$ cat config.mk
export PLATFORM = sky130hd
export DESIGN_NAME = rational_arithmetic_unit_top
export DESIGN_NICKNAME = d
export VERILOG_FILES = /design/src/rau_pkg.sv /design/src/rau_front.sv /design/src/rau_queue.sv /design/src/rau_back.sv /design/src/rational_arithmetic_unit_top.sv
export SDC_FILE = /design/constraint.sdc
export NUM_CORES = 2
export LEC_CHECK = 0
export ABC_AREA = 1
export CORE_MARGIN = 4
export CORE_UTILIZATION = 55
export DETAILED_ROUTE_END_ITERATION = 6
export DONT_BUFFER_PORTS = 1
export PLACE_DENSITY = 0.7
export SETUP_SLACK_MARGIN = 0.3
export SLEW_MARGIN = 20
export SYNTH_ARGS = -nofsm -noshare
export SYNTH_HDL_FRONTEND = slang
export SYNTH_SLANG_ARGS = --single-unit
$ cat constraint.sdc
create_clock -name aclk -period 12.74 [get_ports aclk]
set_input_delay 2.548 -clock aclk [delete_from_list [all_inputs] [get_ports aclk]]
set_output_delay 2.548 -clock aclk [all_outputs]
set_load 0.05 [all_outputs]
$ cat src/rau_pkg.sv
// Package with the shared types, command codes and width constants of the rational unit.
package rau_pkg;

    localparam int OperandBitsDefault = 16;
    localparam int CmdBits = 3;
    localparam int NumOutBits = 33;
    localparam int DenOutBits = 31;
    // Magnitudes of products of two operands fit in this many bits (sum adds one).
    localparam int MagBits = 2 * 31 + 1;

    typedef enum logic [CmdBits-1:0] {
        CMD_ADD = 3'd0,
        CMD_SUB = 3'd1,
        CMD_MUL = 3'd2,
        CMD_DIV = 3'd3,
        CMD_MIN = 3'd4,
        CMD_MAX = 3'd5,
        CMD_NOP6 = 3'd6,
        CMD_NOP7 = 3'd7
    } cmd_t;

    typedef enum logic [2:0] {
        BK_IDLE,
        BK_MUL,
        BK_GCD,
        BK_DIVN,
        BK_DIVD,
        BK_DONE
    } bk_state_t;

endpackage

$ cat src/rau_front.sv
// Front end: accepts words, flags error words and packs them for the queue.
module rau_front import rau_pkg::*; #(
    parameter int OPERAND_BITS = OperandBitsDefault
) (
    input  logic                           s_valid,
    output logic                           s_ready,
    input  logic [CmdBits-1:0]             s_command,
    input  logic signed [OPERAND_BITS-1:0] s_first_numerator,
    input  logic signed [OPERAND_BITS-1:0] s_first_denominator,
    input  logic signed [OPERAND_BITS-1:0] s_second_numerator,
    input  logic signed [OPERAND_BITS-1:0] s_second_denominator,
    // Queue write side.
    output logic                           q_wr,
    input  logic                           q_full,
    output logic [CmdBits+1+4*OPERAND_BITS-1:0] q_data
);

    logic bad;

    // A word is an error when a denominator is zero or a division has a zero divisor.
    always_comb begin
        bad = (s_first_denominator == '0) || (s_second_denominator == '0) ||
              ((cmd_t'(s_command) == CMD_DIV) && (s_second_numerator == '0));
    end

    assign s_ready = !q_full;
    assign q_wr = s_valid && !q_full;
    assign q_data = {s_command, bad, s_first_numerator, s_first_denominator,
                     s_second_numerator, s_second_denominator};

endmodule

$ cat src/rau_queue.sv
// Two-entry queue that decouples the front end from the back end.
module rau_queue import rau_pkg::*; #(
    parameter int WIDTH = 8
) (
    input  logic             aclk,
    input  logic             aresetn,
    input  logic             wr,
    input  logic [WIDTH-1:0] wr_data,
    output logic             full,
    input  logic             rd,
    output logic             empty,
    output logic [WIDTH-1:0] rd_data
);

    logic [WIDTH-1:0] mem_reg [2];
    logic             wp_reg, rp_reg;
    logic [1:0]       cnt_reg;

    assign full = (cnt_reg == 2'd2);
    assign empty = (cnt_reg == 2'd0);
    assign rd_data = mem_reg[rp_reg];

    // Storage is written without reset; pointers and count are cleared.
    always_ff @(posedge aclk) begin
        if (wr) begin
            mem_reg[wp_reg] <= wr_data;
        end
        if (!aresetn) begin
            wp_reg <= 1'b0;
            rp_reg <= 1'b0;
            cnt_reg <= 2'd0;
        end else begin
            if (wr) begin
                wp_reg <= !wp_reg;
            end
            if (rd) begin
                rp_reg <= !rp_reg;
            end
            cnt_reg <= cnt_reg + {1'b0, wr} - {1'b0, rd};
        end
    end

    property p_no_overflow;
        @(posedge aclk) disable iff (!aresetn) full |-> !wr;
    endproperty
    a_no_overflow: assert property (p_no_overflow) else $error("queue overflow");

    property p_no_underflow;
        @(posedge aclk) disable iff (!aresetn) empty |-> !rd;
    endproperty
    a_no_underflow: assert property (p_no_underflow) else $error("queue underflow");

    property p_count_range;
        @(posedge aclk) disable iff (!aresetn) cnt_reg != 2'd3;
    endproperty
    a_count_range: assert property (p_count_range) else $error("queue count broken");

endmodule

$ cat src/rau_back.sv
// Back end: forms cross products, runs Euclid and divides out the common factor.
module rau_back import rau_pkg::*; #(
    parameter int OPERAND_BITS = OperandBitsDefault
) (
    input  logic                           aclk,
    input  logic                           aresetn,
    input  logic                           q_empty,
    output logic                           q_rd,
    input  logic [CmdBits+1+4*OPERAND_BITS-1:0] q_data,
    output logic                           m_valid,
    input  logic                           m_ready,
    output logic signed [NumOutBits-1:0]   m_result_numerator,
    output logic [DenOutBits-1:0]          m_result_denominator,
    output logic                           m_zero_divide
);

    localparam int OB = OPERAND_BITS;
    localparam int PB = 2 * OB;          // signed product width
    localparam int MB = 2 * OB + 1;      // magnitude width incl. sum growth
    localparam int CB = $clog2(MB + 1);

    bk_state_t state_reg, state_next;

    logic signed [OB-1:0] a_reg, b_reg, c_reg, d_reg;
    cmd_t                 cmd_reg;
    logic signed [PB-1:0] p0_reg, p1_reg, p2_reg;
    logic                 neg_reg;
    logic [MB-1:0]        un_reg, ud_reg, x_reg, y_reg;
    // Restoring divider state.
    logic [MB-1:0]        quo_reg, rem_reg, dvs_reg;
    logic [CB-1:0]        cnt_reg;
    logic                 gcd_mod_reg;
    // Working result, copied to the output register when it is free.
    logic signed [NumOutBits-1:0] wn_reg;
    logic [DenOutBits-1:0] wd_reg;
    logic                 bad_reg;
    logic signed [NumOutBits-1:0] rn_reg;
    logic [DenOutBits-1:0] rd_reg;
    logic                 zd_reg, ov_reg;

    logic [CmdBits-1:0]   q_cmd;
    logic                 q_bad;
    logic signed [OB-1:0] qa, qb, qc, qd;
    logic signed [PB-1:0] qa_w, qb_w, qc_w, qd_w;
    logic signed [PB:0]   n_sum;
    logic signed [PB-1:0] den_s;
    logic                 pick_first;
    logic [MB:0]          rem_sh;
    logic [MB-1:0]        rem_new, num_mag;

    assign {q_cmd, q_bad, qa, qb, qc, qd} = q_data;

    // Operands widened to product width before multiplying.
    assign qa_w = PB'(qa);
    assign qb_w = PB'(qb);
    assign qc_w = PB'(qc);
    assign qd_w = PB'(qd);

    // A word is taken from the queue when the sequencer is idle and the queue is not empty.
    assign q_rd = (state_reg == BK_IDLE) && !q_empty;

    assign m_valid = ov_reg;
    assign m_result_numerator = rn_reg;
    assign m_result_denominator = rd_reg;
    assign m_zero_divide = zd_reg;

    // Numerator and denominator selection from the registered products.
    always_comb begin
        n_sum = '0;
        den_s = p2_reg;
        pick_first = 1'b0;
        case (cmd_reg)
            CMD_ADD: n_sum = {p0_reg[PB-1], p0_reg} + {p1_reg[PB-1], p1_reg};
            CMD_SUB: n_sum = {p0_reg[PB-1], p0_reg} - {p1_reg[PB-1], p1_reg};
            CMD_MUL: n_sum = {p0_reg[PB-1], p0_reg};
            CMD_DIV: n_sum = {p0_reg[PB-1], p0_reg};
            CMD_MIN, CMD_MAX: begin
                // Sign fix: the comparison flips when exactly one denominator is negative.
                pick_first = (b_reg[OB-1] ^ d_reg[OB-1]) ?
                             ((cmd_reg == CMD_MIN) ? (p0_reg > p1_reg) : (p0_reg < p1_reg)) :
                             ((cmd_reg == CMD_MIN) ? (p0_reg < p1_reg) : (p0_reg > p1_reg));
                n_sum = pick_first ? (PB+1)'(a_reg) : (PB+1)'(c_reg);
                den_s = pick_first ? PB'(b_reg) : PB'(d_reg);
            end
            default: begin
                // Unused commands give zero over one.
                n_sum = '0;
                den_s = PB'(1);
            end
        endcase
        num_mag = n_sum[PB] ? MB'(-n_sum) : MB'(n_sum);
    end

    // One restoring division step per cycle.
    always_comb begin
        rem_sh = {rem_reg, quo_reg[MB-1]};
        rem_new = rem_sh[MB-1:0];
        if (rem_sh >= {1'b0, dvs_reg}) begin
            rem_new = MB'(rem_sh - {1'b0, dvs_reg});
        end
    end

    // Sequencer next state.
    always_comb begin
        state_next = state_reg;
        case (state_reg)
            BK_IDLE: if (q_rd) state_next = q_bad ? BK_DONE : BK_MUL;
            BK_MUL: state_next = BK_GCD;
            BK_GCD: if (!gcd_mod_reg && y_reg == '0) state_next = BK_DIVN;
            BK_DIVN: if (cnt_reg == CB'(MB)) state_next = BK_DIVD;
            BK_DIVD: if (cnt_reg == CB'(MB)) state_next = BK_DONE;
            BK_DONE: if (!ov_reg || m_ready) state_next = BK_IDLE;
            default: state_next = BK_IDLE;
        endcase
    end

    always_ff @(posedge aclk) begin
        if (!aresetn) begin
            state_reg <= BK_IDLE;
            ov_reg <= 1'b0;
            gcd_mod_reg <= 1'b0;
        end else begin
            state_reg <= state_next;
            // The output register fills from the working result and empties when taken.
            if ((state_reg == BK_DONE) && (!ov_reg || m_ready)) begin
                ov_reg <= 1'b1;
            end else if (m_ready) begin
                ov_reg <= 1'b0;
            end
            case (state_reg)
                BK_IDLE: begin
                    if (q_rd) begin
                        cmd_reg <= cmd_t'(q_cmd);
                        a_reg <= qa;
                        b_reg <= qb;
                        c_reg <= qc;
                        d_reg <= qd;
                        bad_reg <= q_bad;
                        wn_reg <= '0;
                        wd_reg <= DenOutBits'(1);
                        // Products: a*d (a*c for multiply), c*b, and the denominator product.
                        p0_reg <= (cmd_t'(q_cmd) == CMD_MUL) ? qa_w * qc_w : qa_w * qd_w;
                        p1_reg <= qc_w * qb_w;
                        p2_reg <= (cmd_t'(q_cmd) == CMD_DIV) ? qb_w * qc_w : qb_w * qd_w;
                    end
                end
                BK_MUL: begin
                    un_reg <= num_mag;
                    ud_reg <= den_s[PB-1] ? MB'(-den_s) : MB'(den_s);
                    neg_reg <= n_sum[PB] ^ den_s[PB-1];
                    x_reg <= num_mag;
                    y_reg <= den_s[PB-1] ? MB'(-den_s) : MB'(den_s);
                    gcd_mod_reg <= 1'b0;
                end
                BK_GCD: begin
                    // Each Euclid step is a full iterative remainder.
                    if (!gcd_mod_reg) begin
                        if (y_reg != '0) begin
                            quo_reg <= x_reg;
                            rem_reg <= '0;
                            dvs_reg <= y_reg;
                            cnt_reg <= '0;
                            gcd_mod_reg <= 1'b1;
                        end else begin
                            quo_reg <= un_reg;
                            rem_reg <= '0;
                            dvs_reg <= x_reg;
                            cnt_reg <= '0;
                        end
                    end else begin
                        quo_reg <= {quo_reg[MB-2:0], 1'b0};
                        rem_reg <= rem_new;
                        cnt_reg <= cnt_reg + 1'b1;
                        if (cnt_reg == CB'(MB - 1)) begin
                            x_reg <= y_reg;
                            y_reg <= rem_new;
                            gcd_mod_reg <= 1'b0;
                        end
                    end
                end
                BK_DIVN: begin
                    if (cnt_reg == CB'(MB)) begin
                        un_reg <= quo_reg;
                        quo_reg <= ud_reg;
                        rem_reg <= '0;
                        cnt_reg <= '0;
                    end else begin
                        quo_reg <= {quo_reg[MB-2:0], rem_sh >= {1'b0, dvs_reg}};
                        rem_reg <= rem_new;
                        cnt_reg <= cnt_reg + 1'b1;
                    end
                end
                BK_DIVD: begin
                    if (cnt_reg == CB'(MB)) begin
                        if (un_reg == '0) begin
                            wn_reg <= '0;
                            wd_reg <= DenOutBits'(1);
                        end else begin
                            wn_reg <= neg_reg ? NumOutBits'(-{1'b0, un_reg}) :
                                                NumOutBits'(un_reg);
                            wd_reg <= DenOutBits'(quo_reg);
                        end
                    end else begin
                        quo_reg <= {quo_reg[MB-2:0], rem_sh >= {1'b0, dvs_reg}};
                        rem_reg <= rem_new;
                        cnt_reg <= cnt_reg + 1'b1;
                    end
                end
                BK_DONE: begin
                    if (!ov_reg || m_ready) begin
                        rn_reg <= wn_reg;
                        rd_reg <= wd_reg;
                        zd_reg <= bad_reg;
                    end
                end
                default: ;
            endcase
        end
    end

    property p_single_take;
        @(posedge aclk) disable iff (!aresetn) q_rd |=> state_reg != BK_IDLE;
    endproperty
    a_single_take: assert property (p_single_take) else $error("back end took two words");

    property p_den_positive;
        @(posedge aclk) disable iff (!aresetn) m_valid |-> m_result_denominator != '0;
    endproperty
    a_den_positive: assert property (p_den_positive) else $error("zero denominator out");

    property p_err_form;
        @(posedge aclk) disable iff (!aresetn)
            (m_valid && m_zero_divide) |-> (m_result_numerator == '0);
    endproperty
    a_err_form: assert property (p_err_form) else $error("error result not zero");

endmodule

$ cat src/rational_arithmetic_unit_top.sv
// Top level of the rational arithmetic unit: front end, queue and back end.
//
//  Channel | Ports       | Direction | Contents
//  s_      | valid/ready | in        | command and two fractions
//  m_      | valid/ready | out       | reduced fraction and error flag
//
// The back end works on one word at a time; a single-bit restoring divider serves Euclid
// and both final divisions.
// Error words skip the products, Euclid and the divisions and go straight to the output.
// Reset is synchronous and active low and clears the queue and the sequencer.
// A two-word queue lets the front accept while the back end works or is stalled.
module rational_arithmetic_unit_top import rau_pkg::*; #(
    parameter int OPERAND_BITS = OperandBitsDefault
) (
    input  logic                           aclk,
    input  logic                           aresetn,
    input  logic                           s_valid,
    output logic                           s_ready,
    input  logic [CmdBits-1:0]             s_command,
    input  logic signed [OPERAND_BITS-1:0] s_first_numerator,
    input  logic signed [OPERAND_BITS-1:0] s_first_denominator,
    input  logic signed [OPERAND_BITS-1:0] s_second_numerator,
    input  logic signed [OPERAND_BITS-1:0] s_second_denominator,
    output logic                           m_valid,
    input  logic                           m_ready,
    output logic signed [NumOutBits-1:0]   m_result_numerator,
    output logic [DenOutBits-1:0]          m_result_denominator,
    output logic                           m_zero_divide
);

    localparam int QW = CmdBits + 1 + 4 * OPERAND_BITS;

    logic          q_wr, q_full, q_rd, q_empty;
    logic [QW-1:0] q_wdata, q_rdata;

    rau_front #(.OPERAND_BITS(OPERAND_BITS)) u_front (
        .s_valid, .s_ready, .s_command,
        .s_first_numerator, .s_first_denominator,
        .s_second_numerator, .s_second_denominator,
        .q_wr, .q_full, .q_data(q_wdata)
    );

    rau_queue #(.WIDTH(QW)) u_queue (
        .aclk, .aresetn, .wr(q_wr), .wr_data(q_wdata), .full(q_full),
        .rd(q_rd), .empty(q_empty), .rd_data(q_rdata)
    );

    rau_back #(.OPERAND_BITS(OPERAND_BITS)) u_back (
        .aclk, .aresetn, .q_empty, .q_rd, .q_data(q_rdata),
        .m_valid, .m_ready, .m_result_numerator, .m_result_denominator, .m_zero_divide
    );

endmodule
==> impl_metrics.json <==
{
  "initial_core_util_pct": 55.5,
  "busiest_layer": "met2",
  "drv_slew": 0,
  "wirelength_um": 228000,
  "worst_slew_pin_slew_ns": 1.17,
  "met1_usage_pct": 41.3,
  "cts_sinks": 677,
  "synth_ff_type": "edfxtp_1",
  "cts_tree": "built",
  "grt_max_degree": 97,
  "dr.first_iter.drc_count": 6108,
  "reg2reg_to": "u_back.p2_reg[30]",
  "vias_per_cell": 5.71,
  "min_period_ns": 9.21,
  "setup_violations": 0,
  "synth_top_family_by_area": "adder cells",
  "synth_cell_types": 64,
  "ys_ff_latch": 677,
  "ctsResizeCount": 0,
  "worst_setup_path_end_kind": "register",
  "layout_common_cells": "inv_1 (1791), nand2_1 (1484), fa_1 (1051), nor2_1 (928), edfxtp_1 (667)",
  "h-tree-depth": 3,
  "avgSynthCellArea_sq_um": 8.77,
  "final_core_util_pct": 58.9,
  "multi_input_area_sq_um": 46000,
  "fin_cells": 10200,
  "synth-compound-area-share_pct": 7.74,
  "seq_area_sq_um": 20200,
  "holdWs_ns": 0.418,
  "cp-start-kind": "register",
  "dp_hpwl_um": 177000,
  "overflow": 0,
  "place.gp.congestion": 0.971,
  "port_buffers": 0,
  "antenna_left": 0,
  "grt_usage_pct": 32.8,
  "die_y_um": 375,
  "coreArea_sq_um": 134000,
  "fin_nets": 9881,
  "cts_root_buffer": "clkbuf_16",
  "dieArea_sq_um": 141000,
  "synth_area_leader_cell": "fa_1",
  "clkTransAtPathRegs_ns": 0.06,
  "ys_seq_area_share_pct": 27.3,
  "yosysWarnings": 0,
  "post-route-period-util_pct": 72.3,
  "synth_area_sq_um": 74100,
  "synth_edf_count": 667,
  "num-fill-cells": 11700,
  "clk_path_buf_depth": 3,
  "crit_path_max_fanout": 83,
  "r2r_slack_ns": 3.53,
  "finalClockSkew_ns": 0.0432,
  "drive_above_1_share_pct": 4.66,
  "tns_ns": 0,
  "synth_fa_ha_area_share_pct": 35.7,
  "hold_viol_final": 0,
  "num_rows": 134,
  "place_inst": 10000,
  "grt_pass1_wl_um": 348000,
  "hold_class": "reg -> reg",
  "cts-hold-fix-buffers": 0,
  "io_pins": 138,
  "crit_type": "reg -> reg",
  "syn_to_final_growth_pct": 6.14,
  "largest_register_ffs": 136,
  "vias": 58000,
  "synth_mux_area_share_pct": 0.0861,
  "grt_pass1_vias": 58900,
  "slew_headroom_pct": 21.7,
  "final_common_cell": "inv_1",
  "clock.fmax_mhz": 109,
  "cts_made_buffers": 75,
  "synth_xor_area_share_pct": 2.01,
  "cp_data_required_time_ns": 13.17,
  "die_w_um": 375,
  "grt.met2_usage_pct": 52.9,
  "antenna_found_initial": 8,
  "maxCapViolations": 0,
  "rsz0062_at_grt": "no",
  "syn-num-nets": 10000,
  "status": "complete, no violations",
  "critPathArrivalTime_ns": 9.64,
  "avgRoutedWirePerCell_um": 22.5,
  "clk_latency_ns": 0.70,
  "synthTopCellsByArea": "fa_1 (28%), edfxtp_1 (27%), inv_1 (9.1%)",
  "gr-usage-met3_pct": 7.32,
  "post_cts_buffers": 0,
  "drc_errors": 0,
  "async_flop_share_pct": 0,
  "first_pass_iters": 6,
  "synthSimpleGateAreaFrac_pct": 16.2,
  "reg2reg_depth": 27,
  "synth_cells": 8448,
  "endpoint": "u_back.p2_reg[30]",
  "synth_top_area_share_pct": 28.4
}
==> area by class of cell <==
type                    count  area share (%)
well taps                1768            2.81
repair buffers            108            1.05
flip-flops and latches    677            25.7
clock inverters            41           0.670
multi-input cells        5638            58.5
diodes                      8          0.0255
inverters                1825            8.71
clock buffers              94            2.49
==> layer usage <==
metal / vias to the layer above / share of wire [%]
met5: - / 0.014
met3: 633 / 10
met4: 6 / 6.8
met1: 28500 / 37
met2: 2888 / 46
li1: 25900 / -
==> worst min-delay path by stage <==
stage | cells past startpoint | to | start | slack, ns
after global routing | 0 | u_back.m_result_numerator[31] | u_back.wn_reg[31] | 0.42
final | 0 | u_back.m_result_numerator[14] | u_back.wn_reg[14] | 0.42
after CTS | 0 | u_back.m_result_numerator[14] | u_back.wn_reg[14] | 0.42
after detailed placement | 0 | u_back.m_result_denominator[13] | u_back.wd_reg[13] | 0.40
after global placement | 0 | u_back.m_result_numerator[17] | u_back.wn_reg[17] | 0.40
after floorplan | 0 | u_back.m_result_denominator[0] | u_back.wd_reg[0] | 0.40
==> through the flow <==
stage,cell area (sq um),setup WS [ns]
2_1_floorplan,74100,2.44
3_3_place_gp,76100,2.96
3_5_place_dp,76100,3.56
4_1_cts,78600,3.59
5_1_grt,78600,2.96
6_report,78700,3.53
==> cells in the mapped netlist (all sizes together) (81+ instances only) <==
| library cell | instances |
|---|---|
| xnor2 | 81 |
| o21ai | 528 |
| nor2 | 957 |
| a21oi | 376 |
| edfxtp | 667 |
| clkbuf | 246 |
| nand3 | 251 |
| xor2 | 89 |
| inv | 1799 |
| fa | 1051 |
| ha | 434 |
| nand2 | 1515 |
==> cells by family after synthesis <==
kind of cell / after synthesis
adder cells (fa/ha/maj): 1485
other: 1
buffers and inverters: 2133
multiplexers: 6
XOR/XNOR: 170
AND/OR/NAND/NOR: 2915
AO/OA/AOI/OAI: 1061
flip-flops: 677
==> worst max-delay path, stage by stage, from the launching register on <==
cell	delay, ns
dfxtp_4	0.74
buf_4	0.83
o21ai_1	0.16
buf_4	0.27
inv_1	0.82
nand2_1	0.18
fa_1	0.56
fa_1	0.60
fa_1	0.46
fa_1	0.54
inv_1	0.05
fa_1	0.49
fa_1	0.41
ha_1	0.36
a21oi_1	0.20
o21ai_0	0.12
a21oi_1	0.36
o21ai_0	0.21
a21boi_0	0.33
o21bai_1	0.15
a21boi_0	0.31
o21ai_0	0.21
nand2_1	0.09
nand2_1	0.06
nand2_1	0.08
nand3b_1	0.08
nand2_1	0.12
a21oi_1	0.08
Power is not shown: default switching activity piles up to over one toggle a cycle in this logic, so the estimate is an artifact.
